`src/hdl/ack_retry_two_phase_sender_defines.svh`:
```
// ----------------------------------------------------------------------------
// ack_retry_two_phase_sender_defines
// Assertion macros shared by the sender modules.
// ----------------------------------------------------------------------------
// every module that uses them names its clock "clock" and its reset "reset"
`ifndef ACK_RETRY_TWO_PHASE_SENDER_DEFINES_SVH
`define ACK_RETRY_TWO_PHASE_SENDER_DEFINES_SVH

// same-cycle implication
`define ARS_ASSERT_IMPL(label, ante, cons) \
   label: assert property (@(posedge clock) disable iff (reset) (ante) |-> (cons)) \
      else $error("assertion failed");

// next-cycle implication
`define ARS_ASSERT_NEXT(label, ante, cons) \
   label: assert property (@(posedge clock) disable iff (reset) (ante) |=> (cons)) \
      else $error("assertion failed");

`endif

```
`src/hdl/ars_pkg.sv`:
```
// ----------------------------------------------------------------------------
// ars_pkg
// Types, constants and register map of the two-phase acknowledged sender.
// ----------------------------------------------------------------------------
package ars_pkg;

   localparam int PAYLOAD_BYTES = 6;
   localparam int PAYLOAD_W     = 8 * PAYLOAD_BYTES;
   localparam int FRAME_BYTES   = PAYLOAD_BYTES + 2;
   localparam int CRC_BITS      = 8 * PAYLOAD_BYTES;
   localparam int BIT_CNT_W     = $clog2(CRC_BITS);
   localparam int BYTE_IDX_W    = $clog2(FRAME_BYTES);

   localparam int CFG_PAYLOAD_W = 48;
   localparam int CSR_DATA_W    = 64;
   localparam int CSR_ADDR_W    = 6;
   localparam int CSR_INDEX_W   = 3;

   localparam logic [15:0] CRC_INIT = 16'hFFFF;
   localparam logic [15:0] CRC_POLY = 16'hA001;

   localparam logic [CFG_PAYLOAD_W-1:0] RED_PAYLOAD_RST   = 48'h060504030201;
   localparam logic [CFG_PAYLOAD_W-1:0] GREEN_PAYLOAD_RST = 48'h010203040506;
   localparam logic [7:0]  ACK_CODE_RST   = 8'hAC;
   localparam logic [7:0]  RESEND_RST     = 8'd5;
   localparam logic [15:0] RED_HOLD_RST   = 16'd10000;
   localparam logic [15:0] GREEN_HOLD_RST = 16'd6000;

   localparam logic [7:0] RX_FORCE_RED   = 8'h00;
   localparam logic [7:0] RX_FORCE_GREEN = 8'h01;

   localparam logic [1:0] PHASE_RED_SEND   = 2'd0;
   localparam logic [1:0] PHASE_GREEN_SEND = 2'd2;

   localparam logic [CSR_INDEX_W-1:0] REG_RED_PAYLOAD   = 3'd0;
   localparam logic [CSR_INDEX_W-1:0] REG_GREEN_PAYLOAD = 3'd1;
   localparam logic [CSR_INDEX_W-1:0] REG_ACK_CODE      = 3'd2;
   localparam logic [CSR_INDEX_W-1:0] REG_RESEND_MS     = 3'd3;
   localparam logic [CSR_INDEX_W-1:0] REG_RED_HOLD_MS   = 3'd4;
   localparam logic [CSR_INDEX_W-1:0] REG_GREEN_HOLD_MS = 3'd5;

   typedef enum logic [1:0] {
      CMD_TICK,
      CMD_RX,
      CMD_BUTTON,
      CMD_NONE
   } cmd_type;

   typedef struct packed {
      logic [CFG_PAYLOAD_W-1:0] red_payload;
      logic [CFG_PAYLOAD_W-1:0] green_payload;
      logic [7:0]               ack_code;
      logic [7:0]               resend_ms;
      logic [15:0]              red_hold_ms;
      logic [15:0]              green_hold_ms;
   } cfg_type;

   // outcome of one event: whether a frame goes out and the state after it
   typedef struct packed {
      logic       send;
      logic       red_sel;
      logic       red_on;
      logic       green_on;
      logic [1:0] phase;
   } step_type;

   typedef struct packed {
      logic init;
      logic shift;
      logic data_bit;
   } crc_ctrl_type;

   typedef struct packed {
      logic       tx_valid;
      logic [7:0] tx_byte;
      logic       last;
      logic       red_on;
      logic       green_on;
      logic [1:0] phase;
   } out_type;

endpackage

```
`src/hdl/ars_crc_unit.sv`:
```
// ----------------------------------------------------------------------------
// ars_crc_unit
// Bit-serial CRC-16 (reflected polynomial), one data bit per shift.
// ----------------------------------------------------------------------------
module ars_crc_unit
   import ars_pkg::*;
(
   input  logic         clock,
   input  crc_ctrl_type ctrl,
   output logic [15:0]  crc
);

   logic [15:0] crc_ff;
   logic [15:0] crc_in;
   logic        fb;

   always_comb begin
      fb = crc_ff[0] ^ ctrl.data_bit;
      crc_in = crc_ff;
      if (ctrl.init) begin
         crc_in = CRC_INIT;
      end else if (ctrl.shift) begin
         crc_in = (crc_ff >> 1) ^ (fb ? CRC_POLY : 16'h0000);
      end
   end

   always_ff @(posedge clock) begin
      crc_ff <= crc_in;
   end

   assign crc = crc_ff;

endmodule

```
`src/hdl/ars_phase_ctrl.sv`:
```
// ----------------------------------------------------------------------------
// ars_phase_ctrl
// Phase state, acknowledge flag, saturating timers and LED levels.
// ----------------------------------------------------------------------------
module ars_phase_ctrl
   import ars_pkg::*;
(
   input  logic       clock,
   input  logic       reset,
   input  logic       accept,
   input  cmd_type    cmd,
   input  logic [7:0] rx_byte,
   input  cfg_type    cfg,
   output step_type   step
);

   logic [1:0]  phase_ff, phase_in;
   logic        awaiting_ff, awaiting_in;
   logic [7:0]  since_send_ff, since_send_in;
   logic [15:0] since_hold_ff, since_hold_in;
   logic        red_on_ff, red_on_in;
   logic        green_on_ff, green_on_in;

   logic        send;
   logic        red_sel;
   logic        red_side;
   logic        do_eval;
   logic [15:0] hold;

   always_comb begin
      phase_in      = phase_ff;
      awaiting_in   = awaiting_ff;
      since_send_in = since_send_ff;
      since_hold_in = since_hold_ff;
      red_on_in     = red_on_ff;
      green_on_in   = green_on_ff;
      send          = 1'b0;
      red_sel       = 1'b1;
      do_eval       = 1'b1;
      red_side      = 1'b1;
      hold          = cfg.red_hold_ms;

      unique case (cmd)
         CMD_TICK: begin
            if (since_send_in != 8'hFF) begin
               since_send_in = since_send_in + 8'd1;
            end
            if (since_hold_in != 16'hFFFF) begin
               since_hold_in = since_hold_in + 16'd1;
            end
         end
         CMD_RX: begin
            if (rx_byte == cfg.ack_code) begin
               awaiting_in = 1'b0;
            end
            if (rx_byte == RX_FORCE_RED || rx_byte == RX_FORCE_GREEN) begin
               red_on_in   = 1'b0;
               green_on_in = 1'b0;
               awaiting_in = 1'b0;
               phase_in    = (rx_byte == RX_FORCE_RED) ? PHASE_RED_SEND : PHASE_GREEN_SEND;
               send        = 1'b1;
               red_sel     = (rx_byte == RX_FORCE_RED);
            end
         end
         CMD_BUTTON: begin
            red_on_in     = 1'b0;
            green_on_in   = 1'b0;
            phase_in      = PHASE_RED_SEND;
            awaiting_in   = 1'b1;
            since_send_in = 8'hFF;
         end
         default: begin
            do_eval = 1'b0;
         end
      endcase

      if (do_eval) begin
         // bit 1 of the phase picks the side, bit 0 marks the hold half
         red_side = !phase_in[1];
         if (!phase_in[0] && !awaiting_in) begin
            if (red_side) begin
               red_on_in = 1'b1;
            end else begin
               green_on_in = 1'b1;
            end
            phase_in      = {phase_in[1], 1'b1};
            since_hold_in = 16'd0;
         end
         if (phase_in[0]) begin
            hold = red_side ? cfg.red_hold_ms : cfg.green_hold_ms;
            if (since_hold_in >= hold) begin
               if (red_side) begin
                  red_on_in = 1'b0;
               end else begin
                  green_on_in = 1'b0;
               end
               awaiting_in   = 1'b1;
               phase_in      = red_side ? PHASE_GREEN_SEND : PHASE_RED_SEND;
               since_send_in = 8'hFF;
               red_side      = !red_side;
            end
         end
         // a later send replaces a forced one of the same event
         if (!phase_in[0] && awaiting_in && since_send_in >= cfg.resend_ms) begin
            send          = 1'b1;
            red_sel       = red_side;
            since_send_in = 8'd0;
         end
      end
   end

   always_ff @(posedge clock) begin
      if (reset) begin
         phase_ff      <= PHASE_RED_SEND;
         awaiting_ff   <= 1'b1;
         since_send_ff <= 8'hFF;
         since_hold_ff <= 16'd0;
         red_on_ff     <= 1'b0;
         green_on_ff   <= 1'b0;
      end else if (accept) begin
         phase_ff      <= phase_in;
         awaiting_ff   <= awaiting_in;
         since_send_ff <= since_send_in;
         since_hold_ff <= since_hold_in;
         red_on_ff     <= red_on_in;
         green_on_ff   <= green_on_in;
      end
   end

   assign step.send     = send;
   assign step.red_sel  = red_sel;
   assign step.red_on   = red_on_in;
   assign step.green_on = green_on_in;
   assign step.phase    = phase_in;

endmodule

```
`src/hdl/ars_framer.sv`:
```
// ----------------------------------------------------------------------------
// ars_framer
// Sequencer that runs the payload through the CRC unit and emits the frame.
// ----------------------------------------------------------------------------
`include "ack_retry_two_phase_sender_defines.svh"

module ars_framer
   import ars_pkg::*;
(
   input  logic                 clock,
   input  logic                 reset,
   input  logic                 start,
   input  step_type             step,
   input  logic [PAYLOAD_W-1:0] red_payload,
   input  logic [PAYLOAD_W-1:0] green_payload,
   output logic                 busy,
   output logic                 rsp_valid,
   input  logic                 rsp_ready,
   output out_type              rsp
);

   typedef enum logic [1:0] {
      S_IDLE,
      S_CRC,
      S_SEND
   } state_type;

   state_type             state_ff;
   logic [PAYLOAD_W-1:0]  pay_ff;
   logic [BIT_CNT_W-1:0]  bit_cnt_ff;
   logic [BYTE_IDX_W-1:0] byte_idx_ff;
   logic                  frame_ff;
   logic                  red_on_ff;
   logic                  green_on_ff;
   logic [1:0]            phase_ff;

   crc_ctrl_type          crc_ctrl;
   logic [15:0]           crc;
   logic                  last;
   logic                  crc_last;
   logic [7:0]            tx_byte;

   assign crc_ctrl.init     = (state_ff == S_IDLE) && start;
   assign crc_ctrl.shift    = (state_ff == S_CRC);
   assign crc_ctrl.data_bit = pay_ff[0];

   ars_crc_unit u_crc (
      .clock (clock),
      .ctrl  (crc_ctrl),
      .crc   (crc)
   );

   assign last     = !frame_ff || (byte_idx_ff == BYTE_IDX_W'(FRAME_BYTES - 1));
   assign crc_last = (bit_cnt_ff == BIT_CNT_W'(CRC_BITS - 1));

   always_comb begin
      if (!frame_ff) begin
         tx_byte = 8'h00;
      end else if (byte_idx_ff < BYTE_IDX_W'(PAYLOAD_BYTES)) begin
         tx_byte = pay_ff[7:0];
      end else if (byte_idx_ff == BYTE_IDX_W'(PAYLOAD_BYTES)) begin
         tx_byte = crc[7:0];
      end else begin
         tx_byte = crc[15:8];
      end
   end

   always_ff @(posedge clock) begin
      if (reset) begin
         state_ff <= S_IDLE;
      end else begin
         unique case (state_ff)
            S_IDLE: begin
               if (start) begin
                  frame_ff    <= step.send;
                  red_on_ff   <= step.red_on;
                  green_on_ff <= step.green_on;
                  phase_ff    <= step.phase;
                  pay_ff      <= step.red_sel ? red_payload : green_payload;
                  bit_cnt_ff  <= '0;
                  byte_idx_ff <= '0;
                  state_ff    <= step.send ? S_CRC : S_SEND;
               end
            end
            S_CRC: begin
               // rotate so the payload is intact after the last bit
               pay_ff     <= {pay_ff[0], pay_ff[PAYLOAD_W-1:1]};
               bit_cnt_ff <= bit_cnt_ff + BIT_CNT_W'(1);
               if (crc_last) begin
                  state_ff <= S_SEND;
               end
            end
            S_SEND: begin
               if (rsp_ready) begin
                  if (last) begin
                     state_ff <= S_IDLE;
                  end else begin
                     byte_idx_ff <= byte_idx_ff + BYTE_IDX_W'(1);
                     pay_ff      <= pay_ff >> 8;
                  end
               end
            end
            default: begin
               state_ff <= S_IDLE;
            end
         endcase
      end
   end

   assign busy         = (state_ff != S_IDLE);
   assign rsp_valid    = (state_ff == S_SEND);
   assign rsp.tx_valid = frame_ff;
   assign rsp.tx_byte  = tx_byte;
   assign rsp.last     = last;
   assign rsp.red_on   = red_on_ff;
   assign rsp.green_on = green_on_ff;
   assign rsp.phase    = phase_ff;

   `ARS_ASSERT_NEXT(a_crc_done, state_ff == S_CRC && crc_last, state_ff == S_SEND)
   `ARS_ASSERT_NEXT(a_last_done, state_ff == S_SEND && rsp_ready && last, state_ff == S_IDLE)
   `ARS_ASSERT_IMPL(a_no_frame_single, state_ff == S_SEND && !frame_ff, last && tx_byte == 8'h00)

endmodule

```
`src/hdl/ack_retry_two_phase_sender.sv`:
```
// ----------------------------------------------------------------------------
// ack_retry_two_phase_sender
// Red/green phase sender: framed, CRC-protected, resent until acknowledged.
// ----------------------------------------------------------------------------
// Usage
//   req channel carries one event per transaction: tuser holds the kind (tick,
//   received byte, button), tdata the received byte. rsp channel returns the
//   results of that event: either one idle result or the eight bytes of a
//   frame (six payload bytes, CRC low, CRC high), tlast on the final one.
//   Every result also reports the LED levels and the phase after the event.
//   The CSR port sets payloads, acknowledge code, resend interval and holds.
// Timing
//   An event without a frame: its result is offered the cycle after the
//   transaction. An event with a frame: the single CRC unit takes the
//   payload one bit at a time, then the 8 bytes go out one per cycle while
//   the receiver is ready.
//   req_tready is low from the transaction until the last result is taken.
// Reset and stall
//   Reset restores the settings, timers, LED levels and the red send phase.
//   A stalled receiver holds the current result stable; nothing is dropped.
// ----------------------------------------------------------------------------
`include "ack_retry_two_phase_sender_defines.svh"

module ack_retry_two_phase_sender
   import ars_pkg::*;
(
   input  logic                  clock,
   input  logic                  reset,
   input  logic                  req_tvalid,
   output logic                  req_tready,
   input  logic [7:0]            req_tdata,   // rx_byte
   input  logic [1:0]            req_tuser,   // cmd
   output logic                  rsp_tvalid,
   input  logic                  rsp_tready,
   output logic [15:0]           rsp_tdata,   // tx_byte, red_led, green_led, phase, zero fill
   output logic                  rsp_tuser,   // tx_valid
   output logic                  rsp_tlast,
   input  logic                  csr_psel,
   input  logic                  csr_penable,
   input  logic                  csr_pwrite,
   input  logic [CSR_ADDR_W-1:0] csr_paddr,
   input  logic [CSR_DATA_W-1:0] csr_pwdata,
   output logic [CSR_DATA_W-1:0] csr_prdata,
   output logic                  csr_pready
);

   cfg_type                cfg_ff;
   logic                   csr_write;
   logic [CSR_INDEX_W-1:0] csr_index;
   logic                   accept;
   logic                   busy;
   step_type               step;
   out_type                rsp;

   assign csr_pready = 1'b1;
   assign csr_write  = csr_psel && csr_penable && csr_pwrite && csr_pready;
   assign csr_index  = csr_paddr[CSR_ADDR_W-1:CSR_ADDR_W-CSR_INDEX_W];

   always_ff @(posedge clock) begin
      if (reset) begin
         cfg_ff.red_payload   <= RED_PAYLOAD_RST;
         cfg_ff.green_payload <= GREEN_PAYLOAD_RST;
         cfg_ff.ack_code      <= ACK_CODE_RST;
         cfg_ff.resend_ms     <= RESEND_RST;
         cfg_ff.red_hold_ms   <= RED_HOLD_RST;
         cfg_ff.green_hold_ms <= GREEN_HOLD_RST;
      end else if (csr_write) begin
         unique case (csr_index)
            REG_RED_PAYLOAD:   cfg_ff.red_payload   <= csr_pwdata[CFG_PAYLOAD_W-1:0];
            REG_GREEN_PAYLOAD: cfg_ff.green_payload <= csr_pwdata[CFG_PAYLOAD_W-1:0];
            REG_ACK_CODE:      cfg_ff.ack_code      <= csr_pwdata[7:0];
            REG_RESEND_MS:     cfg_ff.resend_ms     <= csr_pwdata[7:0];
            REG_RED_HOLD_MS:   cfg_ff.red_hold_ms   <= csr_pwdata[15:0];
            REG_GREEN_HOLD_MS: cfg_ff.green_hold_ms <= csr_pwdata[15:0];
            default: begin
            end
         endcase
      end
   end

   always_comb begin
      unique case (csr_index)
         REG_RED_PAYLOAD:   csr_prdata = CSR_DATA_W'(cfg_ff.red_payload);
         REG_GREEN_PAYLOAD: csr_prdata = CSR_DATA_W'(cfg_ff.green_payload);
         REG_ACK_CODE:      csr_prdata = CSR_DATA_W'(cfg_ff.ack_code);
         REG_RESEND_MS:     csr_prdata = CSR_DATA_W'(cfg_ff.resend_ms);
         REG_RED_HOLD_MS:   csr_prdata = CSR_DATA_W'(cfg_ff.red_hold_ms);
         REG_GREEN_HOLD_MS: csr_prdata = CSR_DATA_W'(cfg_ff.green_hold_ms);
         default:           csr_prdata = '0;
      endcase
   end

   assign req_tready = !busy;
   assign accept     = req_tvalid && req_tready;

   ars_phase_ctrl u_phase (
      .clock   (clock),
      .reset   (reset),
      .accept  (accept),
      .cmd     (cmd_type'(req_tuser)),
      .rx_byte (req_tdata),
      .cfg     (cfg_ff),
      .step    (step)
   );

   ars_framer u_framer (
      .clock         (clock),
      .reset         (reset),
      .start         (accept),
      .step          (step),
      .red_payload   (cfg_ff.red_payload[PAYLOAD_W-1:0]),
      .green_payload (cfg_ff.green_payload[PAYLOAD_W-1:0]),
      .busy          (busy),
      .rsp_valid     (rsp_tvalid),
      .rsp_ready     (rsp_tready),
      .rsp           (rsp)
   );

   assign rsp_tdata = {4'b0000, rsp.phase, rsp.green_on, rsp.red_on, rsp.tx_byte};
   assign rsp_tuser = rsp.tx_valid;
   assign rsp_tlast = rsp.last;

   `ARS_ASSERT_IMPL(a_busy_not_ready, rsp_tvalid, !req_tready)
   `ARS_ASSERT_IMPL(a_led_exclusive, rsp_tvalid, !(rsp.red_on && rsp.green_on))
   `ARS_ASSERT_NEXT(a_accept_busy, accept, !req_tready)

endmodule

```
`config.mk`:
```
export PLATFORM = sky130hd
export DESIGN_NAME = ack_retry_two_phase_sender
export DESIGN_NICKNAME = d
export VERILOG_FILES = /design/src/hdl/ars_pkg.sv /design/src/hdl/ars_crc_unit.sv /design/src/hdl/ars_phase_ctrl.sv /design/src/hdl/ars_framer.sv /design/src/hdl/ack_retry_two_phase_sender.sv
export VERILOG_INCLUDE_DIRS = /design/src /design/src/hdl
export SDC_FILE = /design/constraint.sdc
export NUM_CORES = 1
export LEC_CHECK = 0
export BUFFER_PORTS_ARGS = -buffer_cell sky130_fd_sc_hd__buf_2
export CAP_MARGIN = 20
export CORE_MARGIN = 4
export CORE_UTILIZATION = 60
export DETAILED_ROUTE_END_ITERATION = 10
export PLACE_DENSITY = 0.87
export SLEW_MARGIN = 30
export SYNTH_ARGS = -nofsm -noshare
export SYNTH_HDL_FRONTEND = slang
export SYNTH_SLANG_ARGS = --single-unit
```
`constraint.sdc`:
```
create_clock -name clock -period 18.5 [get_ports clock]
set_clock_uncertainty 0.15 [all_clocks]
set_input_delay 0.925 -clock clock [delete_from_list [all_inputs] [get_ports clock]]
set_output_delay 0.925 -clock clock [all_outputs]
set_load 0.01 [all_outputs]
```
# Yosys cells after proc, flatten, opt, wreduce, memory -nomap -nowiden
# Index checks and enable logic that the tools add are counted.
dict set report op_classes {
  n_eq_ne 21
  bitwise_logic 3
  n_reduce_logical 35
  addsub 4
  n_mux 79
  order_cmp 3
}
# operator count
set ops {}
lappend ops {{48-bit one-hot mux with 6 select lines} 1}
lappend ops {{48-bit two-way mux} 4}
lappend ops {{48-bit one-hot mux with 3 select lines} 1}
lappend ops {{16-bit two-way mux} 7}
lappend ops {{8-bit two-way mux} 9}
lappend ops {{1-bit two-way mux} 32}
lappend ops {{2-bit two-way mux} 13}
lappend ops {{16-bit by 1-bit adder with 16-bit output, second input constant} 1}
lappend ops {{16-bit >= comparator} 1}
lappend ops {{16-bit inequality test, second input constant} 1}
lappend ops {{8-bit one-hot mux with 2 select lines} 1}
lappend ops {{15-bit by 16-bit bitwise XOR with 16-bit output} 1}
lappend ops {{3-bit equality test, second input constant} 4}
lappend ops {{6-bit one-hot mux with 2 select lines} 1}
lappend ops {{2-bit AND reduction} 6}
lappend ops {{5-bit AND reduction} 2}
lappend ops {{3-bit two-way mux} 3}
lappend ops {{8-bit by 1-bit adder with 8-bit output, second input constant} 1}
lappend ops {{8-bit by 1-bit equality test with 1-bit output, second input constant} 1}
lappend ops {{8-bit equality test} 1}
lappend ops {{8-bit >= comparator} 1}
lappend ops {{8-bit logical NOT} 1}
lappend ops {{8-bit inequality test, second input constant} 1}
lappend ops {{1-bit logical AND} 7}
lappend ops {{26 further kinds} 44}
dict set report totals {
  reg_bits 253
  out_inout_bits 85
  input_bits 87
  elab_cells 166
}

# Logic depth before layout (Yosys ltp)
dict set report logic_depth {
  ltp_word 20
  mapped_depth 27
  ltp_nobuf 23
}

# Cells and area by module
# A second synthesis with hierarchy kept.
dict set report hier_totals {
  cells_unflattened 1576
  area_unflattened_um2 14637.8
}
# mod cells_each n_inst area_each_um2
set by_module_without_submodules {}
lappend by_module_without_submodules {ack_retry_two_phase_sender 754 1 7010.5}
lappend by_module_without_submodules {ars_framer 366 1 3936.3}
lappend by_module_without_submodules {ars_phase_ctrl 399 1 3062.9}
lappend by_module_without_submodules {ars_crc_unit 57 1 628.1}

# Worst setup path before layout
# OpenSTA, ideal clock, no wires.
dict set report synth_timing {
  kind {input-to-reg}
  start {input req_tdata[4]}
  end {register u_framer.pay_ff[17] (data pin)}
  arrival_ps 6100
  path_stages 24
  setup_slack_ps 11989
  path_cell_list {nor4_1 -> a21oi_1 -> a211oi_1 -> buf_2 -> buf_1 -> mux2i_1 -> ha_1 -> nand4_1 -> or3_1 -> nor4_1 -> or3_1 -> buf_2 -> nand2_1 -> nand2_1 -> ha_1 -> a2111o_1 -> a31oi_1 -> o21ai_0 -> and3_1 -> nand4_1 -> o311ai_2 -> buf_6 -> buf_6 -> a221o_1}
}
dict set report synth_between {
  elab_chain_len 20
  elab_cells_between_ends 42
  cone_classes {2 x order compare; 2 x eq/ne; 29 x mux; 9 x reduce/logical}
}
# element line
set synth_rtl {}
lappend synth_rtl {{from (decl)} ack_retry_two_phase_sender.sv:31} ;# input logic [7:0] req_tdata,
lappend synth_rtl {{parallel branches: the longest is 16 deep, another holds 16-bit >= comparator} --}
lappend synth_rtl {{1-bit two-way mux (*)} ars_phase_ctrl.sv:77} ;# if (do_eval) begin
lappend synth_rtl {{48-bit two-way mux (*)} ars_framer.sv:79} ;# pay_ff <= step.red_sel ? red_payload : green_payload;
lappend synth_rtl {{48-bit two-way mux (*)} ars_framer.sv:74} ;# if (start) begin
lappend synth_rtl {{48-bit one-hot mux with 3 select lines (*)} ars_framer.sv:72} ;# unique case (state_ff)
lappend synth_rtl {{to (signal assigned)} ars_framer.sv:79}
lappend synth_rtl {{to (signal assigned)} ars_framer.sv:87} ;# pay_ff <= {pay_ff[0], pay_ff[PAYLOAD_W-1:1]};
lappend synth_rtl {{to (signal assigned)} ars_framer.sv:99} ;# pay_ff <= pay_ff >> 8;
lappend synth_rtl {{to (decl)} ars_framer.sv:29} ;# logic [PAYLOAD_W-1:0] pay_ff;
# Mark *: on every way between the ends. The select of a mux whose other input is x is not followed.
# A chain may end at the register's enable or synchronous reset.

# Worst setup path after layout
dict set report layout_timing {
  start {input req_tdata[4]}
  end {register u_framer.pay_ff[40] (data pin)}
}
# Same word-level chain as after synthesis.

==> summary.txt <==
Outcome
  – Outcome: completed

Power and ir drop
  – Power per standard cell area: 107.6 nW/um2
  – Total chip power: 0.001578 W
  – Leakage power total: between 5 and 6 nW
  – Maximum resistive drop on vdd: 76.42 uV

CTS
  – Hold buffer count at CTS: 0
  – Clk pin slew, worst setup/hold paths: 0.06 ns
  – Maximum level of the CTS H-tree: 1
  – Clock tree root driver cell: clkbuf_16
  – Num Clock Sinks: 253
  – Skew-Pair Late Insertion Delay: 0.55 ns
  – CTS tree: yes
  – Total setup buffers inserted after CTS: 0
  – Clock buffer count from CTS: 25
  – Post-cts sizing count: 0
  – Largest buffer count on any clock path: 3

Yosys
  – Seq/Total Area, Yosys: a little over two fifths
  – XOR/XNOR share of the synthesized area: roughly 2.1%
  – Synthesis Warnings: 0
  – Number of synthesized flops with an enable pin: 62
  – Compound-cell area share of the yosys netlist: 20.25%
  – Number of distinct library cells after synthesis: 65
  – Area share of the largest cell type after synthesis: 28.96%
  – Syn Std Cell Area: 13200 um2
  – Cell taking the most area after synthesis: dfxtp_1
  – Share of synthesized area spent on multiplexers: 6.283%
  – Most used flip-flop cell after synthesis: dfxtp_1
  – Share of async-settable or async-resettable flops after synthesis: 0%
  – Post-synthesis average cell area: slightly below 9 um2
  – Synthesis-stage register bit count: around 250
  – Area fraction in and, or, nand and nor cells after synthesis: 18.86%
  – Synthesized netlist cell count: 1494
  – Main combinational cell family by area after synthesis: compound AO/OA/AOI/OAI gates
  – Main area contributors after synthesis: dfxtp_1 (29%), edfxtp_1 (14%), nand2_1 (9.6%)
  – Share of synthesized cell area in full adder, half adder and majority cells: 3.506%

Setup path
  – Crit end category: flip-flop
  – Worst Path Required: 18.60 ns
  – Type of the worst setup path: primary input to flip-flop
  – Maximum fanout count along the critical path: 48
  – Data arrival time of the critical path: 7.22 ns
  – Startpoint kind of the worst setup timing path: primary input

Global route
  – Number of global-route vias before repair: 11240
  – Largest net degree at the start of global routing: 100
  – Remaining global-route overflow: 0
  – Global-route wire length before repair: just under 60000 um
  – Total GRT Usage: 29.18%
  – Number of antenna violations at the first check in global routing: 0

Floorplanning
  – Core area: 21760 um2
  – Row Count: 54
  – Floorplan die area: 24440 um2
  – Number of ports placed on the die boundary: 172
  – Starting Density: about three fifths
  – Die outline width: 156.3 um
  – Die height: 156.3 um

Route
  – Total Wirelength: ~37000 um
  – DRT iter0 DRCs: about 1600
  – # DRC: 0
  – Drt via density: 6.348
  – Pre-Repair DR Iteration Count: 6
  – Vias after detailed routing: 11790
  – Post-route ant nets: 0
  – Routed WL per cell: 19.93 um

Timing
  – Maximum frequency from static timing analysis: ~0.14 GHz
  – Number of slew-limit violations in the final report: 0
  – Final number of setup-violating endpoints: 0
  – Final worst path period need: 7.122 ns
  – Number of failing hold endpoints at the final stage: 0
  – Relative slew slack: 36.12%
  – Worst Max-Slew Pin Slew: 0.9546 ns
  – Worst hold-check slack: 0.3249 ns
  – Final worst path period share: 38.50%
  – Unrepaired setup endpoints after global routing: false
  – Setup TNS: 0 ns

Placement
  – Total of buffers placed on input and output ports: 131
  – Final estimated routing congestion in global placement: just over 0.9
  – DPL Wire Length: 24290 um

Cells and area
  – Fraction of layout cells with a size suffix above 1: about 14%
  – Number of antenna diodes: 0
  – Fillcell total: 1679
  – Post-layout net count: 1682
  – Area added between synthesis and finish: 11.06%

Worst hold path
  – Path class of the lowest-slack min-delay path: flip-flop to flip-flop

Run
  – Max-Cap Viols: 0
report_power, final:
| group | leakage [nW] | switching (W) | internal, W | total (W) |
|---|---|---|---|---|
| Clock | 0.408 | 0.000223 | 0.000285 | 0.000507 |
| Sequential | 2.14 | 0.0000594 | 0.000649 | 0.000708 |
| Combinational | 3.24 | 0.000226 | 0.000137 | 0.000363 |
per-layer routing:
layer	global-route usage, %	part of all wire, %	up-vias
li1	-	-	5431
met1	40.20	40	5592
met2	45.89	46	661
met3	6.831	12	104
met4	9.132	3.0	0
met5	0	0	-
synth_stat cells, types with 12 or more instances:
| cell type | number |
|---|---|
| nand2_1 | 337 |
| dfxtp_1 | 191 |
| a21oi_1 | 134 |
| clkbuf_1 | 82 |
| nor2_1 | 78 |
| a22o_1 | 74 |
| edfxtp_1 | 62 |
| mux2i_1 | 57 |
| a221o_1 | 47 |
| inv_1 | 40 |
| ha_1 | 37 |
| nand3b_1 | 34 |
| buf_4 | 24 |
| nand3_1 | 21 |
| nor2b_1 | 19 |
| a31oi_1 | 17 |
| xnor2_1 | 17 |
| o21ai_0 | 16 |
| nand2b_1 | 15 |
| xor2_1 | 15 |
| nand4_1 | 12 |
metrics by stage:
stage	instance area (um2)	worst slack, ns	cells	util, %
2_1_floorplan	13270	11.99	1513	-
3_3_place_gp	13820	11.31	1810	63.53
3_5_place_dp	13820	11.18	1810	63.54
4_1_cts	14640	11.52	1856	67.29
5_1_grt	14660	10.97	1857	67.40
6_report	14660	11.38	1857	67.40
layout make-up:
type / instances / area, um2 / share of cell area [%]
clock buffer: 32 / 703.2 / 4.796
clock inverter: 14 / 111.4 / 0.7595
inverter: 40 / 150.1 / 1.024
multi-input combinational: 1092 / 6879 / 46.92
sequential: 253 / 5685 / 38.77
tap: 280 / 350.3 / 2.389
timing repair buffer: 146 / 783.3 / 5.342
layout by cell type, fill, tap and decap left out, types with 4 or more instances in the layout:
master,Yosys,layout
clkbuf_16,0,26
o21a_1,7,7
nand3_1,21,21
inv_1,40,40
a221o_1,47,47
mux2_2,7,7
xnor2_1,17,17
nand3b_1,34,34
a22oi_1,8,8
a21oi_1,134,132
and2_1,9,6
nor2_1,78,76
mux4_2,8,8
nand2_1,337,337
xor2_1,15,15
o211a_1,8,8
conb_1,2,21
nor2b_1,19,19
mux2i_1,57,57
a22o_1,74,74
dfxtp_1,191,191
nand4_1,12,12
a222oi_1,8,8
a31oi_1,17,17
ha_1,37,37
a211o_1,10,10
o21ai_0,16,16
nand2b_1,15,15
a211oi_1,6,5
nor3_1,9,8
and3_1,10,10
o31ai_1,4,4
edfxtp_1,62,62
buf_2,6,130
buf_4,24,15
clkinv_2,0,8
or3_1,4,4
cell families (layout without fill, tap and decap cells):
group                    after synthesis  in the layout
flip-flops                           253            253
adder cells (fa/ha/maj)               37             37
other                                  2             21
AO/OA/AOI/OAI                        370            370
buffers and inverters                168            232
XOR/XNOR                              32             32
AND/OR/NAND/NOR                      560            560
multiplexers                          72             72
worst paths after layout:
path / cells after the start / startpoint / endpoint / slack, ns
worst max-delay path: 22 / req_tdata[4] / u_framer.pay_ff[40]$_DFFE_PP_ / 11.38
worst min-delay path: 2 / cfg_ff[22]$_SDFFE_PP0P_ / cfg_ff[22]$_SDFFE_PP0P_ / 0.32
worst max register to register: 23 / u_phase.since_hold_ff[0]$_SDFFE_PP0P_ / u_framer.pay_ff[40]$_DFFE_PP_ / 11.58
worst min register to register: 2 / cfg_ff[22]$_SDFFE_PP0P_ / cfg_ff[22]$_SDFFE_PP0P_ / 0.32
worst max-delay path, stage by stage:
cell,delay (ns)
buf_2,0.12
nor4_1,0.46
a21oi_1,0.21
a211oi_4,0.24
buf_4,0.39
mux2_2,0.42
ha_1,0.28
nand2b_1,0.15
a2111oi_0,0.55
nor4_1,0.14
or3_1,0.50
nand2_1,0.28
nand2_1,0.11
ha_1,0.31
a21o_1,0.11
a31oi_1,0.03
o21ai_0,0.39
nand2_1,0.19
or4_1,0.49
o311ai_4,0.11
buf_4,0.53
a222oi_1,0.24
flip-flops by register name (all words and copies together), names as in the netlist:
| register | cells |
|---|---|
| u_framer.byte_idx_ff | 3 |
| u_framer.phase_ff | 2 |
| u_framer.green_on_ff | 1 |
| u_phase.since_send_ff | 8 |
| u_phase.green_on_ff | 1 |
| u_phase.red_on_ff | 1 |
| u_framer.frame_ff | 1 |
| u_phase.awaiting_ff | 1 |
| u_framer.state_ff | 2 |
| cfg_ff | 144 |
| u_phase.since_hold_ff | 16 |
| u_framer.u_crc.crc | 16 |
| u_framer.red_on_ff | 1 |
| u_phase.phase_ff | 2 |
| u_framer.pay_ff | 48 |
| u_framer.bit_cnt_ff | 6 |
Power figures use the tool's default switching activity.
